### src/sv/sra_pkg.sv
// Shared definitions for the reference-counted slot allocator.
// Holds command and status codes, default sizes and the memory control struct.
// No dependencies; every other file of the block refers to this package.
package sra_pkg;

  localparam int SLOTS_DEF    = 256;
  localparam int REF_BITS_DEF = 16;

  localparam int IN_TDATA_W  = 80;
  localparam int IN_TUSER_W  = 2;
  localparam int OUT_TDATA_W = 40;
  localparam int OUT_TUSER_W = 2;
  localparam int SLOT_W      = 8;
  localparam int DATA_W      = 32;

  localparam logic [1:0] CMD_ALLOC = 2'd0;
  localparam logic [1:0] CMD_REF   = 2'd1;
  localparam logic [1:0] CMD_DEREF = 2'd2;
  localparam logic [1:0] CMD_CLEAR = 2'd3;

  localparam logic [1:0] ST_OK    = 2'd0;
  localparam logic [1:0] ST_FULL  = 2'd1;
  localparam logic [1:0] ST_RANGE = 2'd2;
  localparam logic [1:0] ST_UNUSED = 2'd3;

  typedef struct packed {
    logic rd;
    logic wr;
  } mem_ctl_t;

endpackage

### src/sv/sra_ctrl.sv
// Command sequencer of the slot allocator: read-modify-write of slot entries,
// the allocation scan, the table counters and the output register.
// Depends on sra_pkg and drives the port of sra_mem.
module sra_ctrl #(
  parameter int SLOTS    = sra_pkg::SLOTS_DEF,
  parameter int REF_BITS = sra_pkg::REF_BITS_DEF,
  parameter int IDX_W    = $clog2(SLOTS),
  parameter int DW       = REF_BITS + 33
) (
  input  logic                       clk,
  input  logic                       rst_n,
  input  logic                       in_valid,
  output logic                       in_ready,
  input  logic [1:0]                 in_cmd,
  input  logic [sra_pkg::SLOT_W-1:0] in_slot,
  input  logic [sra_pkg::DATA_W-1:0] in_first,
  input  logic [sra_pkg::DATA_W-1:0] in_count,
  input  logic                       in_entry_valid,
  output logic                       out_valid,
  input  logic                       out_ready,
  output logic [sra_pkg::SLOT_W-1:0] out_slot,
  output logic [sra_pkg::DATA_W-1:0] out_sub,
  output logic [1:0]                 out_status,
  output sra_pkg::mem_ctl_t          mem_ctl,
  output logic [IDX_W-1:0]           mem_wr_addr,
  output logic [DW-1:0]              mem_wr_data,
  output logic [IDX_W-1:0]           mem_rd_addr,
  input  logic [DW-1:0]              mem_rd_data
);

  localparam int CNT_W = $clog2(SLOTS + 1);
  localparam int CMP_W = (CNT_W > sra_pkg::SLOT_W) ? CNT_W : sra_pkg::SLOT_W;
  localparam logic [REF_BITS-1:0] REF_MAX = {1'b0, {(REF_BITS-1){1'b1}}};
  localparam logic [REF_BITS-1:0] REF_MIN = {1'b1, {(REF_BITS-1){1'b0}}};
  localparam logic [CNT_W-1:0] FULL_CNT = CNT_W'(SLOTS);

  typedef enum logic [1:0] {S_IDLE, S_RMW, S_SCAN, S_EMIT} state_t;

  state_t state_r, state_nxt;
  logic [CNT_W-1:0] used_r, used_nxt;
  logic [CNT_W-1:0] hint_r, hint_nxt;
  logic [1:0] cmd_r, cmd_nxt;
  logic [sra_pkg::SLOT_W-1:0] slot_r, slot_nxt;
  logic [sra_pkg::DATA_W-1:0] first_r, first_nxt;
  logic [sra_pkg::DATA_W-1:0] cnt_r, cnt_nxt;
  logic valid_r, valid_nxt;

  logic out_valid_r;
  logic [sra_pkg::SLOT_W-1:0] out_slot_r;
  logic [sra_pkg::DATA_W-1:0] out_sub_r;
  logic [1:0] out_st_r;
  logic [sra_pkg::SLOT_W-1:0] pend_slot_r;
  logic [sra_pkg::DATA_W-1:0] pend_sub_r;
  logic [1:0] pend_st_r;

  logic [1:0] cur_cmd;
  logic [sra_pkg::SLOT_W-1:0] cur_slot;
  logic [sra_pkg::DATA_W-1:0] cur_first;
  logic [sra_pkg::DATA_W-1:0] cur_cnt;
  logic cur_valid;
  logic [CMP_W-1:0] cur_slot_ext;
  logic [IDX_W-1:0] cur_idx;
  logic in_range;

  logic rd_live;
  logic [sra_pkg::DATA_W-1:0] rd_stored;
  logic [REF_BITS-1:0] rd_ref;
  logic [REF_BITS-1:0] new_ref;
  logic [sra_pkg::DATA_W-1:0] avail;
  logic [CNT_W-1:0] hint_inc;
  logic [CMP_W-1:0] idx_wide;

  logic out_free;
  logic fin;
  logic do_tail;
  logic [CMP_W-1:0] res_slot;
  logic [sra_pkg::DATA_W-1:0] res_sub;
  logic [1:0] res_st;

  assign out_free = !out_valid_r || out_ready;
  assign in_ready = (state_r == S_IDLE);

  assign cur_cmd      = (state_r == S_IDLE) ? in_cmd : cmd_r;
  assign cur_slot     = (state_r == S_IDLE) ? in_slot : slot_r;
  assign cur_first    = (state_r == S_IDLE) ? in_first : first_r;
  assign cur_cnt      = (state_r == S_IDLE) ? in_count : cnt_r;
  assign cur_valid    = (state_r == S_IDLE) ? in_entry_valid : valid_r;
  assign cur_slot_ext = CMP_W'(cur_slot);
  assign cur_idx      = cur_slot_ext[IDX_W-1:0];
  assign in_range     = cur_slot_ext < CMP_W'(used_r);

  assign rd_live   = mem_rd_data[REF_BITS+32];
  assign rd_stored = mem_rd_data[REF_BITS+31:REF_BITS];
  assign rd_ref    = mem_rd_data[REF_BITS-1:0];
  assign avail     = rd_stored - cur_first;
  assign hint_inc  = hint_r + CNT_W'(1);

  always_comb begin
    state_nxt   = state_r;
    used_nxt    = used_r;
    hint_nxt    = hint_r;
    cmd_nxt     = cmd_r;
    slot_nxt    = slot_r;
    first_nxt   = first_r;
    cnt_nxt     = cnt_r;
    valid_nxt   = valid_r;
    mem_ctl     = '0;
    mem_rd_addr = '0;
    mem_wr_addr = '0;
    mem_wr_data = '0;
    new_ref     = rd_ref;
    idx_wide    = '0;
    fin         = 1'b0;
    do_tail     = 1'b0;
    res_slot    = '0;
    res_sub     = '0;
    res_st      = sra_pkg::ST_OK;

    case (state_r)
      S_IDLE: begin
        if (in_valid) begin
          cmd_nxt   = in_cmd;
          slot_nxt  = in_slot;
          first_nxt = in_first;
          cnt_nxt   = in_count;
          valid_nxt = in_entry_valid;
          case (cur_cmd)
            sra_pkg::CMD_ALLOC: begin
              if (hint_r < used_r) begin
                mem_ctl.rd  = 1'b1;
                mem_rd_addr = hint_r[IDX_W-1:0];
                state_nxt   = S_SCAN;
              end else begin
                do_tail = 1'b1;
              end
            end
            sra_pkg::CMD_REF, sra_pkg::CMD_DEREF: begin
              if (in_range) begin
                mem_ctl.rd  = 1'b1;
                mem_rd_addr = cur_idx;
                state_nxt   = S_RMW;
              end else begin
                fin      = 1'b1;
                res_slot = cur_slot_ext;
                res_sub  = (cur_cmd == sra_pkg::CMD_REF) ? cur_cnt : '0;
                res_st   = sra_pkg::ST_RANGE;
              end
            end
            default: begin
              used_nxt = '0;
              hint_nxt = '0;
              fin      = 1'b1;
            end
          endcase
        end
      end
      S_SCAN: begin
        if (rd_ref[REF_BITS-1] || (rd_ref == '0)) begin
          mem_ctl.wr  = 1'b1;
          mem_wr_addr = hint_r[IDX_W-1:0];
          mem_wr_data = {cur_valid, cur_cnt, {REF_BITS{1'b0}}};
          fin         = 1'b1;
          res_slot    = CMP_W'(hint_r);
        end else if (hint_inc < used_r) begin
          hint_nxt    = hint_inc;
          mem_ctl.rd  = 1'b1;
          mem_rd_addr = hint_inc[IDX_W-1:0];
        end else begin
          hint_nxt = used_r;
          do_tail  = 1'b1;
        end
      end
      S_RMW: begin
        fin      = 1'b1;
        res_slot = cur_slot_ext;
        mem_ctl.wr  = 1'b1;
        mem_wr_addr = cur_idx;
        if (cur_cmd == sra_pkg::CMD_REF) begin
          if (rd_ref != REF_MAX) begin
            new_ref = rd_ref + REF_BITS'(1);
          end
          res_sub     = (rd_live && (avail < cur_cnt)) ? avail : cur_cnt;
          mem_wr_data = {rd_live, rd_stored, new_ref};
        end else begin
          if (rd_ref != REF_MIN) begin
            new_ref = rd_ref - REF_BITS'(1);
          end
          if (new_ref[REF_BITS-1] || (new_ref == '0)) begin
            mem_wr_data = {1'b0, rd_stored, new_ref};
            if (cur_slot_ext < CMP_W'(hint_r)) begin
              hint_nxt = cur_slot_ext[CNT_W-1:0];
            end
          end else begin
            mem_wr_data = {rd_live, rd_stored, new_ref};
          end
        end
      end
      S_EMIT: begin
        if (out_free) begin
          state_nxt = S_IDLE;
        end
      end
      default: begin
        state_nxt = S_IDLE;
      end
    endcase

    if (do_tail) begin
      fin = 1'b1;
      if (used_r == FULL_CNT) begin
        res_st = sra_pkg::ST_FULL;
      end else begin
        idx_wide    = CMP_W'(used_r);
        mem_ctl.wr  = 1'b1;
        mem_wr_addr = idx_wide[IDX_W-1:0];
        mem_wr_data = {cur_valid, cur_cnt, {REF_BITS{1'b0}}};
        used_nxt    = used_r + CNT_W'(1);
        hint_nxt    = used_r + CNT_W'(1);
        res_slot    = idx_wide;
      end
    end

    if (fin) begin
      state_nxt = out_free ? S_IDLE : S_EMIT;
    end
  end

  always_ff @(posedge clk) begin
    if (!rst_n) begin
      state_r     <= S_IDLE;
      used_r      <= '0;
      hint_r      <= '0;
      out_valid_r <= 1'b0;
    end else begin
      state_r   <= state_nxt;
      used_r    <= used_nxt;
      hint_r    <= hint_nxt;
      cmd_r     <= cmd_nxt;
      slot_r    <= slot_nxt;
      first_r   <= first_nxt;
      cnt_r     <= cnt_nxt;
      valid_r   <= valid_nxt;
      if (fin && out_free) begin
        out_valid_r <= 1'b1;
        out_slot_r  <= res_slot[sra_pkg::SLOT_W-1:0];
        out_sub_r   <= res_sub;
        out_st_r    <= res_st;
      end else if ((state_r == S_EMIT) && out_free) begin
        out_valid_r <= 1'b1;
        out_slot_r  <= pend_slot_r;
        out_sub_r   <= pend_sub_r;
        out_st_r    <= pend_st_r;
      end else if (out_ready) begin
        out_valid_r <= 1'b0;
      end
      if (fin && !out_free) begin
        pend_slot_r <= res_slot[sra_pkg::SLOT_W-1:0];
        pend_sub_r  <= res_sub;
        pend_st_r   <= res_st;
      end
    end
  end

  assign out_valid  = out_valid_r;
  assign out_slot   = out_slot_r;
  assign out_sub    = out_sub_r;
  assign out_status = out_st_r;

endmodule

### config.mk
export PLATFORM = sky130hd
export DESIGN_NAME = sra_ctrl
export DESIGN_NICKNAME = d
export VERILOG_FILES = /design/src/sv/sra_pkg.sv /design/src/sv/sra_ctrl.sv
export SDC_FILE = /design/constraint.sdc
export NUM_CORES = 1
export LEC_CHECK = 0
export BUFFER_PORTS_ARGS = -buffer_cell sky130_fd_sc_hd__buf_2
export CELL_PAD_IN_SITES_DETAIL_PLACEMENT = 1
export CELL_PAD_IN_SITES_GLOBAL_PLACEMENT = 1
export CORE_ASPECT_RATIO = 2
export CORE_MARGIN = 2
export CORE_UTILIZATION = 40
export DETAILED_ROUTE_END_ITERATION = 7
export GPL_ROUTABILITY_DRIVEN = 0
export GPL_TIMING_DRIVEN = 0
export PLACE_DENSITY_LB_ADDON = 0.1
export SYNTH_ARGS = -nofsm -noshare
export SYNTH_HDL_FRONTEND = slang
export SYNTH_SLANG_ARGS = --single-unit
### constraint.sdc
create_clock -name clk -period 6.7 [get_ports clk]
set_input_delay 0 -clock clk [delete_from_list [all_inputs] [get_ports clk]]
set_output_delay 0 -clock clk [all_outputs]
set_load 0.02 [all_outputs]
# Yosys cells after proc, flatten, opt, wreduce, memory -nomap -nowiden
# Cells that the tools add are included.
# word_totals
regBits	180
wordCells	160
out_inout_bits	111
input_bits	128
# op_classes
addsub	5
n_mux	100
magnitude_cmp	5
n_reduce_logical	22
eq_ne	13
# op_table
operator	n
32-bit two-way mux	10
49-bit two-way mux	5
8-bit two-way mux	17
9-bit two-way mux	14
49-bit one-hot mux with 2 select lines	1
16-bit two-way mux	4
32-bit one-hot mux with 2 select lines	1
8-bit one-hot mux with 2 select lines	3
16-bit logical NOT	2
32-bit less-than comparator	1
32-bit subtractor	1
2-bit two-way mux	15
9-bit one-hot mux with 3 select lines	1
8-bit one-hot mux with 3 select lines	1
1-bit two-way mux	20
9-bit by 1-bit adder with 9-bit output, second input constant	2
8-bit by 9-bit less-than comparator with 1-bit output	2
9-bit less-than comparator	2
16-bit by 1-bit adder with 16-bit output, second input constant	1
16-bit by 15-bit inequality test with 1-bit output, second input constant	1
16-bit inequality test, second input constant	1
16-bit by 1-bit subtractor with 16-bit output, second input constant	1
1-bit one-hot mux with 2 select lines	5
9-bit equality test, second input constant	1
other kinds (19)	33

# Depth between registers and ports, before layout
# Gate-level depths: netlist (run 1).
# depth
word_depth	12
depth_mapped	28
mapped_depth_nobuf	23

# Worst setup path before layout (run 1)
# Ideal clock, no wire load.
# synth_path
path_kind	register to register
start	reg state_r[0]
end	reg out_sub_r (netlist bit out_sub[1]) (data pin)
stages_incl_launch_ff	26
setup_time_ps	260
required_time_ps	6440
slack_ps	104
path_buffers	5
synth_period_minus_slack_ps	6596
arrival_ps	6336
cell_sequence	dfxtp_1 > inv_1 > ha_1 > buf_4 > clkbuf_1 > clkbuf_1 > clkbuf_1 > mux2i_1 > ha_1 > a21o_1 > and3_1 > a211oi_1 > a21boi_0 > o21ai_0 > a21oi_1 > xor2_1 > inv_1 > ha_1 > and4_1 > and3_1 > a221o_1 > a2111oi_4 > o22a_2 > buf_4 > o2bb2ai_1 > mux2_2
# synth_via
elab_cells_between_ends	32
classes_between	add/sub (1); order compare (2); eq/ne (4); mux (20); reduce/logical (5)
# synth_rtl
item	line_no	source
from (decl)	sra_ctrl.sv:39	state_t state_r, state_nxt;
from (signal assigned)	sra_ctrl.sv:235	state_r <= state_nxt;
2-bit logical NOT (*)	--	
via in_ready	sra_ctrl.sv:13	output logic in_ready,
32-bit two-way mux or 2-bit two-way mux (tied branches)	sra_ctrl.sv:85, sra_ctrl.sv:83	
32-bit subtractor or 2-bit by 1-bit equality test with 1-bit output (tied branches)	--	
32-bit less-than comparator or 32-bit two-way mux (tied branches)	sra_ctrl.sv:182, sra_ctrl.sv:145	
1-bit logical AND or 32-bit two-way mux (tied branches)	sra_ctrl.sv:182, sra_ctrl.sv:138	
32-bit two-way mux (on tied branches)	sra_ctrl.sv:182, sra_ctrl.sv:127	
32-bit two-way mux (on tied branches)	sra_ctrl.sv:178, sra_ctrl.sv:121	
32-bit one-hot mux with 2 select lines (*)	sra_ctrl.sv:119	case (state_r)
via res_sub (one bit)	sra_ctrl.sv:77	logic [sra_pkg::DATA_W-1:0] res_sub;
32-bit two-way mux (*)	sra_ctrl.sv:243	if (fin && out_free) begin
to (signal assigned)	sra_ctrl.sv:246	out_sub_r <= res_sub;
to (signal assigned)	sra_ctrl.sv:251	out_sub_r <= pend_sub_r;
to (decl)	sra_ctrl.sv:50	logic [sra_pkg::DATA_W-1:0] out_sub_r;
# The timed path passes the listed nets; every way through them passes the cells marked *.
# A chain may end at the register's enable or synchronous reset.

# Worst setup path in the final report (run 1)
# layout_path
start	reg state_r[1]
end	reg out_sub_r (netlist bit out_sub[8]) (data pin)
# layout_via
elab_cells_between_ends	32
classes_between	add/sub (1); order compare (2); eq/ne (4); mux (20); reduce/logical (5)
# layout_rtl
item	line_no
2-bit logical NOT	--
32-bit two-way mux or 2-bit two-way mux (tied branches)	sra_ctrl.sv:85, sra_ctrl.sv:83
32-bit subtractor or 2-bit by 1-bit equality test with 1-bit output (tied branches)	--
32-bit less-than comparator or 32-bit two-way mux (tied branches)	sra_ctrl.sv:182, sra_ctrl.sv:145
1-bit logical AND or 32-bit two-way mux (tied branches)	sra_ctrl.sv:182, sra_ctrl.sv:138
32-bit two-way mux (on tied branches)	sra_ctrl.sv:182, sra_ctrl.sv:127
32-bit two-way mux (on tied branches)	sra_ctrl.sv:178, sra_ctrl.sv:121
32-bit one-hot mux with 2 select lines (*)	sra_ctrl.sv:119
via res_sub (one bit)	sra_ctrl.sv:77
32-bit two-way mux (*)	sra_ctrl.sv:243
# Marked as above.

==> flow_summary.yaml, run 1 <==
clock_network:
  cts_buffers: 17
  clk_latency_ns: 0.47
  htreeDepth: 4
  clk_pin_slew_worst_paths_ns: 0.08
  cts_tree: "built"
  cts.sinks: 180
  clk_path_buf_depth: 2
  clockRootBuffer: "clkbuf_16"
grt:
  grtUsageMet2_pct: 57.1
  grt_util_met1_pct: 28.5
  antenna_found_initial: 2
  top_usage_layer: "met2"
  grt_pass1_vias: 13300
  use_met3_pct: 4.35
  grt.overflow.total: 0
  grt_max_degree: 29
  grt_pass1_wl_um: 76900
  grt_use_total_pct: 29.8
floorplanning:
  die_y_um: 259
  num_io_pins: 239
  core_mm2: 0.0321
  initial_utilization_pct: 40.5
  rows: 93
  die-area_mm2: 0.0341
  die_w_um: 132
sta:
  fin_worst_skew_ns: 0.0146
  setup_violations: 0
  finalCriticalPeriod_ns: 6.40
  finalMaxSlewViolations: 0
  hold_viol: 0
  min_period_over_period_pct: 95.5
  worst_pin_slew_ns: 1.25
  max_freq_mhz: 156
  relSlewSlack_pct: 15.9
setup_path:
  crit_top_cell: "ha_1"
  slowest_stage: "a2111oi_4"
  criticalPathCategory: "reg -> reg"
  path_delay_family: "compound AO/OA/AOI/OAI gates"
  cp.arrival_ns: 6.61
  slowest_delay_ns: 0.42
  start_kind: "register"
  endpoint_kind: "register"
  cp.buffers_inverters: 6
  required_ns: 6.91
  critPathMaxFanout: 17
logic_synthesis:
  synth-edff-count: 159
  synth_cells: 1298
  synth_compound_gate_area_share_pct: 19.5
  ys_seq_area_share_pct: 39.9
  ys_types: 77
  synth-xor-area-share_pct: 3.57
  synth_area_per_cell_um2: 10.0
  yosysWarningCount: 0
  syn_area_mm2: 0.0130
  synth-simple-area-share_pct: 13.2
  synth_top_area_share_pct: 36.7
  syn_nets: 1531
  synth_area_leaders: "edfxtp_1 (37%), ha_1 (10%), mux2i_1 (5.8%)"
  synth.area.mux_share_pct: 9.83
  synth_seq_cells: 180
  synth.largest_area_cell: "edfxtp_1"
  synth_top_family_by_area: "compound AO/OA/AOI/OAI gates"
  synthFlopType: "edfxtp_1"
  ys_async_sr_fraction_pct: 0
  synth-adder-area-share_pct: 10.2
route:
  drt-vias-per-instance: 5.94
  antenna_left: 0
  drt_iter0_markers: 621
  drt_wl_total_um: 51100
  via_count: 12300
  detail_route.first_pass.iterations: 5
  drc: 0
  wl_per_cell_um: 24.7
layout:
  finalInstanceArea_mm2: 0.0162
  drive_above_1_share_pct: 22.6
  fin_util_pct: 50.6
  fin_nets: 1864
  nFillCells: 3722
  area_growth_pct: 24.9
flow_run:
  drv_cap: 0
placed_design:
  dp_hpwl_um: 40600
  dpl_cell_area_mm2: 0.0148
  io_buffers: 230
power:
  powerDensity_mw_per_mm2: 414
  leakage_uw: 0.00663
  peakVddDrop_uv: 238
worst_hold_path:
  hold_path_class: "in -> reg"
outcome:
  status: "completed"
-- sequential cells by signal, summed over array words and instances, names as in the netlist --
name	count
out_sub	32
out_valid	1
cnt_r	32
slot_r	8
out_slot	8
out_status	2
pend_sub_r	32
cmd_r	2
state_r	2
hint_r	9
used_r	9
pend_slot_r	8
first_r	32
pend_st_r	2
valid_r	1
-- per-layer routing --
layer	share of wire, %	vias up
li1	-	5606
met1	34	6090
met2	54	437
met3	3.6	171
met4	7.8	0
met5	0	-
-- synth_stat cells, types with 6 or more instances --
cell / count
and2_1: 6
inv_1: 53
a31oi_1: 15
a21boi_0: 8
a21oi_1: 75
mux2_2: 45
o21ai_0: 78
o31ai_1: 8
nand4_1: 15
xnor2_1: 39
nand3_1: 31
o21bai_1: 9
a221oi_1: 12
clkbuf_1: 45
ha_1: 104
nor2_1: 78
nand2b_1: 9
nand2_1: 106
or3_1: 6
o2bb2ai_1: 23
a21o_1: 22
and3_1: 23
and4_1: 9
dfxtp_1: 21
buf_2: 12
a22oi_1: 21
mux2i_1: 76
nor3_1: 20
a211oi_1: 15
o211ai_1: 12
o21a_1: 10
o22ai_1: 16
edfxtp_1: 159
xor2_1: 14
nor2b_1: 11
o21ai_1: 9
-- what timing repair did --
item	4_1_cts	5_1_grt
buffers inserted	2	0
gates resized for setup	12	8
hold endpoints to repair	77	0
setup endpoints to repair	64	57
pin swaps	1	1
hold buffers	77	0
-- cell usage in the layout, fill, tap and decap left out, types with 14 or more instances in the layout --
master | Yosys | final
a21oi_1 | 75 | 74
a31oi_1 | 15 | 14
mux2i_1 | 76 | 75
clkbuf_16 | 0 | 17
o21ai_0 | 78 | 78
xnor2_1 | 39 | 39
a211oi_1 | 15 | 15
nand3_1 | 31 | 31
nor2_1 | 78 | 77
ha_1 | 104 | 104
o22ai_1 | 16 | 16
nor3_1 | 20 | 19
edfxtp_1 | 159 | 159
xor2_1 | 14 | 14
mux2_2 | 45 | 45
a21o_1 | 22 | 22
clkbuf_1 | 45 | 42
a22oi_1 | 21 | 21
o2bb2ai_1 | 23 | 23
buf_2 | 12 | 244
and3_1 | 23 | 22
nand4_1 | 15 | 15
dfxtp_1 | 21 | 21
dlygate4sd3_1 | 0 | 77
nand2_1 | 106 | 106
inv_1 | 53 | 53
-- report_power, final --
part	internal [µW]	switching, µW	leakage (µW)
Clock	534	523	0.000292
Combinational	1450	2550	0.00473
Sequential	1550	122	0.00161
Total	3530	3190	0.00663
-- worst reg2reg max path: cells and delay by family, from the launching register on --
family | cells | cell delay (ns)
muxes | 2 | 0.55
DFF | 1 | 0.36
buffers and inverters | 6 | 1.19
xor gates and xnor gates | 1 | 0.33
AOI/OAI and AO/OA | 10 | 2.45
and+or+nand+nor | 3 | 0.42
adders and majority gates | 3 | 0.87
-- through the flow --
| stage | hold WS [ns] | setup slack [ns] | TNS [ns] | instances | total power (µW) |
|---|---|---|---|---|---|
| after floorplan | 0.0989 | 0.104 | 0 | 1298 | 4250 |
| after global placement | 0.193 | -2.09 | -211.07 | 1955 | 5480 |
| after detailed placement | 0.194 | -1.82 | -102.38 | 1961 | 5580 |
| after CTS | 0.185 | 0.0793 | 0 | 2071 | 6700 |
| after global routing | 0.228 | -0.000270 | -0.000270 | 2073 | 7100 |
| final | 0.208 | 0.303 | 0 | 2073 | 6720 |
-- path summary, 6_finish.rpt --
| path | start | cells past startpoint | slack (ns) | to |
|---|---|---|---|---|
| max | state_r[1] | 25 | 0.30 | out_sub[8] |
| min | mem_rd_data[17] | 3 | 0.21 | pend_sub_r[1] |
| max reg2reg | state_r[1] | 25 | 0.30 | out_sub[8] |
| min reg2reg | pend_sub_r[0] | 2 | 0.53 | out_sub[0] |
-- logic make-up (layout without fill, tap and decap cells) --
kind of cell / after synthesis / after routing
compound gates: 376 / 376
other cells: 0 / 2
mux: 122 / 122
buf+inv: 121 / 467
xor+xnor: 53 / 53
flops: 180 / 180
fa+ha+maj: 105 / 105
simple gates: 341 / 341
-- layout make-up --
cell class / instances / area (µm²) / area share, %
Multi-Input combinational cell: 997 / 7360 / 45.3
Sequential cell: 180 / 5190 / 32.0
Timing Repair Buffer: 315 / 2040 / 12.6
Tap cell: 427 / 534 / 3.29
Clock buffer: 18 / 429 / 2.64
Buffer: 66 / 319 / 1.96
Inverter: 54 / 203 / 1.25
Clock inverter: 14 / 160 / 0.986
Antenna cell: 2 / 5.00 / 0.0308
Power figures use the tool's default switching activity.
==> run 2: changes to the inputs <==
--- a/config.mk
+++ b/config.mk
@@ -14,3 +14,2 @@
 export DETAILED_ROUTE_END_ITERATION = 7
-export GPL_ROUTABILITY_DRIVEN = 0
 export GPL_TIMING_DRIVEN = 0
==> constraint.sdc (replaced) <==
create_clock -name clk -period 6.7 [get_ports clk]
set_input_delay 1.005 -clock clk [delete_from_list [all_inputs] [get_ports clk]]
set_output_delay 1.005 -clock clk [all_outputs]
set_load 0.02 [all_outputs]
==> run 2 against run 1 <==
Effect of this change:
- sequential power is essentially flat
- final cell count shrank 3.6%
- wire length grew 2.7%
- design area down 4.1%
- register-to-register slack about the same
- fmax increased by 0.11%
- clock power hardly changed
- critical path depth is 2 higher
- largest power group unchanged
- clock-buffer cell count decreased by 1
==> flow_summary.yaml, run 2 (synthesized netlist as in run 1, its figures left out) <==
placed_design:
  io_buffers: 230
  dpl_cell_area_mm2: 0.0148
  dp_hpwl_um: 43500
  place.gp.congestion: 0.968
layout:
  fin_nets: 1791
  finalInstanceArea_mm2: 0.0156
  final_cell_mix: "buf_2 (243), edfxtp_1 (159), nand2_1 (105)"
  diodes: 0
  layout_commonest_cell: "buf_2"
  drive_above_1_share_pct: 24.6
  area_growth_pct: 19.7
sta:
  fin_worst_skew_ns: 0.0194
  setup_violations: 0
  relSlewSlack_pct: 17.5
  hold_viol: 0
  finalCriticalPeriod_ns: 6.39
  min_period_over_period_pct: 95.4
  grt_setup_unrepaired: "true"
  finalMaxSlewViolations: 0
  worst_pin_slew_ns: 1.21
  finalSetupTns_ns: 0
  max_freq_mhz: 156
route:
  via_count: 11800
  drt_iter0_markers: 611
  met3WireLength_um: 1430
  detail_route.first_pass.iterations: 4
  wl_per_cell_um: 26.3
  wl_met1_um: 17500
  drt-vias-per-instance: 5.89
  wl_met2_um: 29600
  drc: 0
  antenna_left: 0
  drt_wl_total_um: 52500
  top_layer: "met4"
floorplanning:
  rows: 93
  initial_utilization_pct: 40.5
  die_w_um: 132
  die_y_um: 259
  core_mm2: 0.0321
  num_io_pins: 239
  die-area_mm2: 0.0341
clock_network:
  cts_buffers: 17
  clk_path_buf_depth: 2
  cts.sinks: 180
  cts_tree: "built"
  clockRootBuffer: "clkbuf_16"
  htreeDepth: 4
  clk_pin_slew_worst_paths_ns: 0.08
  clk_latency_ns: 0.47
power:
  powerDensity_mw_per_mm2: 434
  combinationalPowerShare_pct: 59.9
  p_sw_share_pct: 48.0
  switchingPower_uw: 3240
  power_frac_seq_pct: 24.6
  leakage_uw: 0.00636
  p_int_uw: 3510
  peakVddDrop_uv: 196
  clkPwrFrac_pct: 15.5
setup_path:
  cp.arrival_ns: 6.60
  required_ns: 6.91
  critPathMaxFanout: 17
  worstRegToRegCells: 27
  criticalPathCategory: "reg -> reg"
  endpoint_kind: "register"
  start_kind: "register"
grt:
  grt.overflow.total: 0
  grt_max_degree: 26
  grt_pass1_wl_um: 78300
  antenna_found_initial: 2
  grt_pass1_vias: 12700
  grt_use_total_pct: 31.0
outcome:
  status: "completed"
worst_hold_path:
  holdPathStages: 1
  hold_path_class: "reg -> reg"
flow_run:
  drv_cap: 0
run 2: cell types whose count changed in the layout (fill, tap and decap cells not counted), sizes merged:
cell	previous run	this run
inv	62	63
bufinv	1	0
dlygate4sd3	77	0
buf	262	265
clkinv	5	6
diode	2	0
run 2: layout make-up:
| type | count | area [µm²] |
|---|---|---|
| tap | 427 | 534 |
| fill | 3761 | 16500 |
| multi-input combinational | 997 | 7390 |
| timing repair buffer | 242 | 1320 |
| buffer | 66 | 327 |
| sequential | 180 | 5190 |
| clock buffer | 17 | 425 |
| clock inverter | 15 | 170 |
| inverter | 54 | 203 |
run 2: critical path: stages, from the launching register on:
cell	delay, ns
dfxtp_1	0.35
inv_1	0.09
ha_1	0.21
buf_6	0.25
buf_8	0.25
buf_4	0.27
mux2i_1	0.23
ha_1	0.34
a21oi_1	0.25
o21bai_1	0.11
a211oi_1	0.23
a21boi_2	0.37
o21ba_2	0.26
o21a_1	0.21
o21ai_0	0.14
xnor2_1	0.33
inv_1	0.09
ha_1	0.32
nand4_1	0.09
nor4_1	0.17
and4_1	0.29
a2111oi_4	0.08
buf_4	0.16
and3_1	0.17
buf_4	0.18
buf_6	0.16
o2bb2ai_1	0.16
mux2_2	0.34
run 2: per-layer routing:
metal  vias up  GRT usage (%)
li1       5466              -
met4         0           20.9
met1      5831           29.3
met2       343           61.4
met3       129           3.55
met5         -              0
run 2: per-stage QoR:
| step | util [%] | setup WS [ns] | total power (µW) | cells | hold slack [ns] |
|---|---|---|---|---|---|
| finish | 48.5 | 0.310 | 6750 | 1998 | 0.543 |
| global route | 48.5 | -0.0489 | 7160 | 1998 | 0.564 |
| CTS | 48.2 | 0.0111 | 6730 | 1996 | 0.547 |
| detailed placement | 46.2 | -1.90 | 5640 | 1962 | 0.535 |
| global placement | 45.7 | -2.11 | 5550 | 1955 | 0.521 |
| floorplan | - | 0.104 | 4250 | 1298 | 0.491 |
run 2: path summary, 6_finish.rpt:
| kind | startpoint | to | slack, ns |
|---|---|---|---|
| setup reg to reg | state_r[0] | out_sub[11] | 0.31 |
| setup / recovery | state_r[0] | out_sub[11] | 0.31 |
| hold reg to reg | pend_sub_r[19] | out_sub[19] | 0.54 |
| hold / removal | pend_sub_r[19] | out_sub[19] | 0.54 |
run 2: repair_timing:
item	CTS	global route
pin swaps	1	2
hold buffers	0	0
buffers inserted	3	2
gates resized for setup	16	23
endpoints found under the setup margin	109	89
run 2: power by group through the flow:
stage	Clock, µW	Sequential [µW]	Combinational [µW]
final	1040	1660	4050
after CTS	1060	1660	4010
after global placement	0	1710	3840
after global routing	1100	1680	4380
after detailed placement	0	1690	3950
after floorplan	0	1790	2450
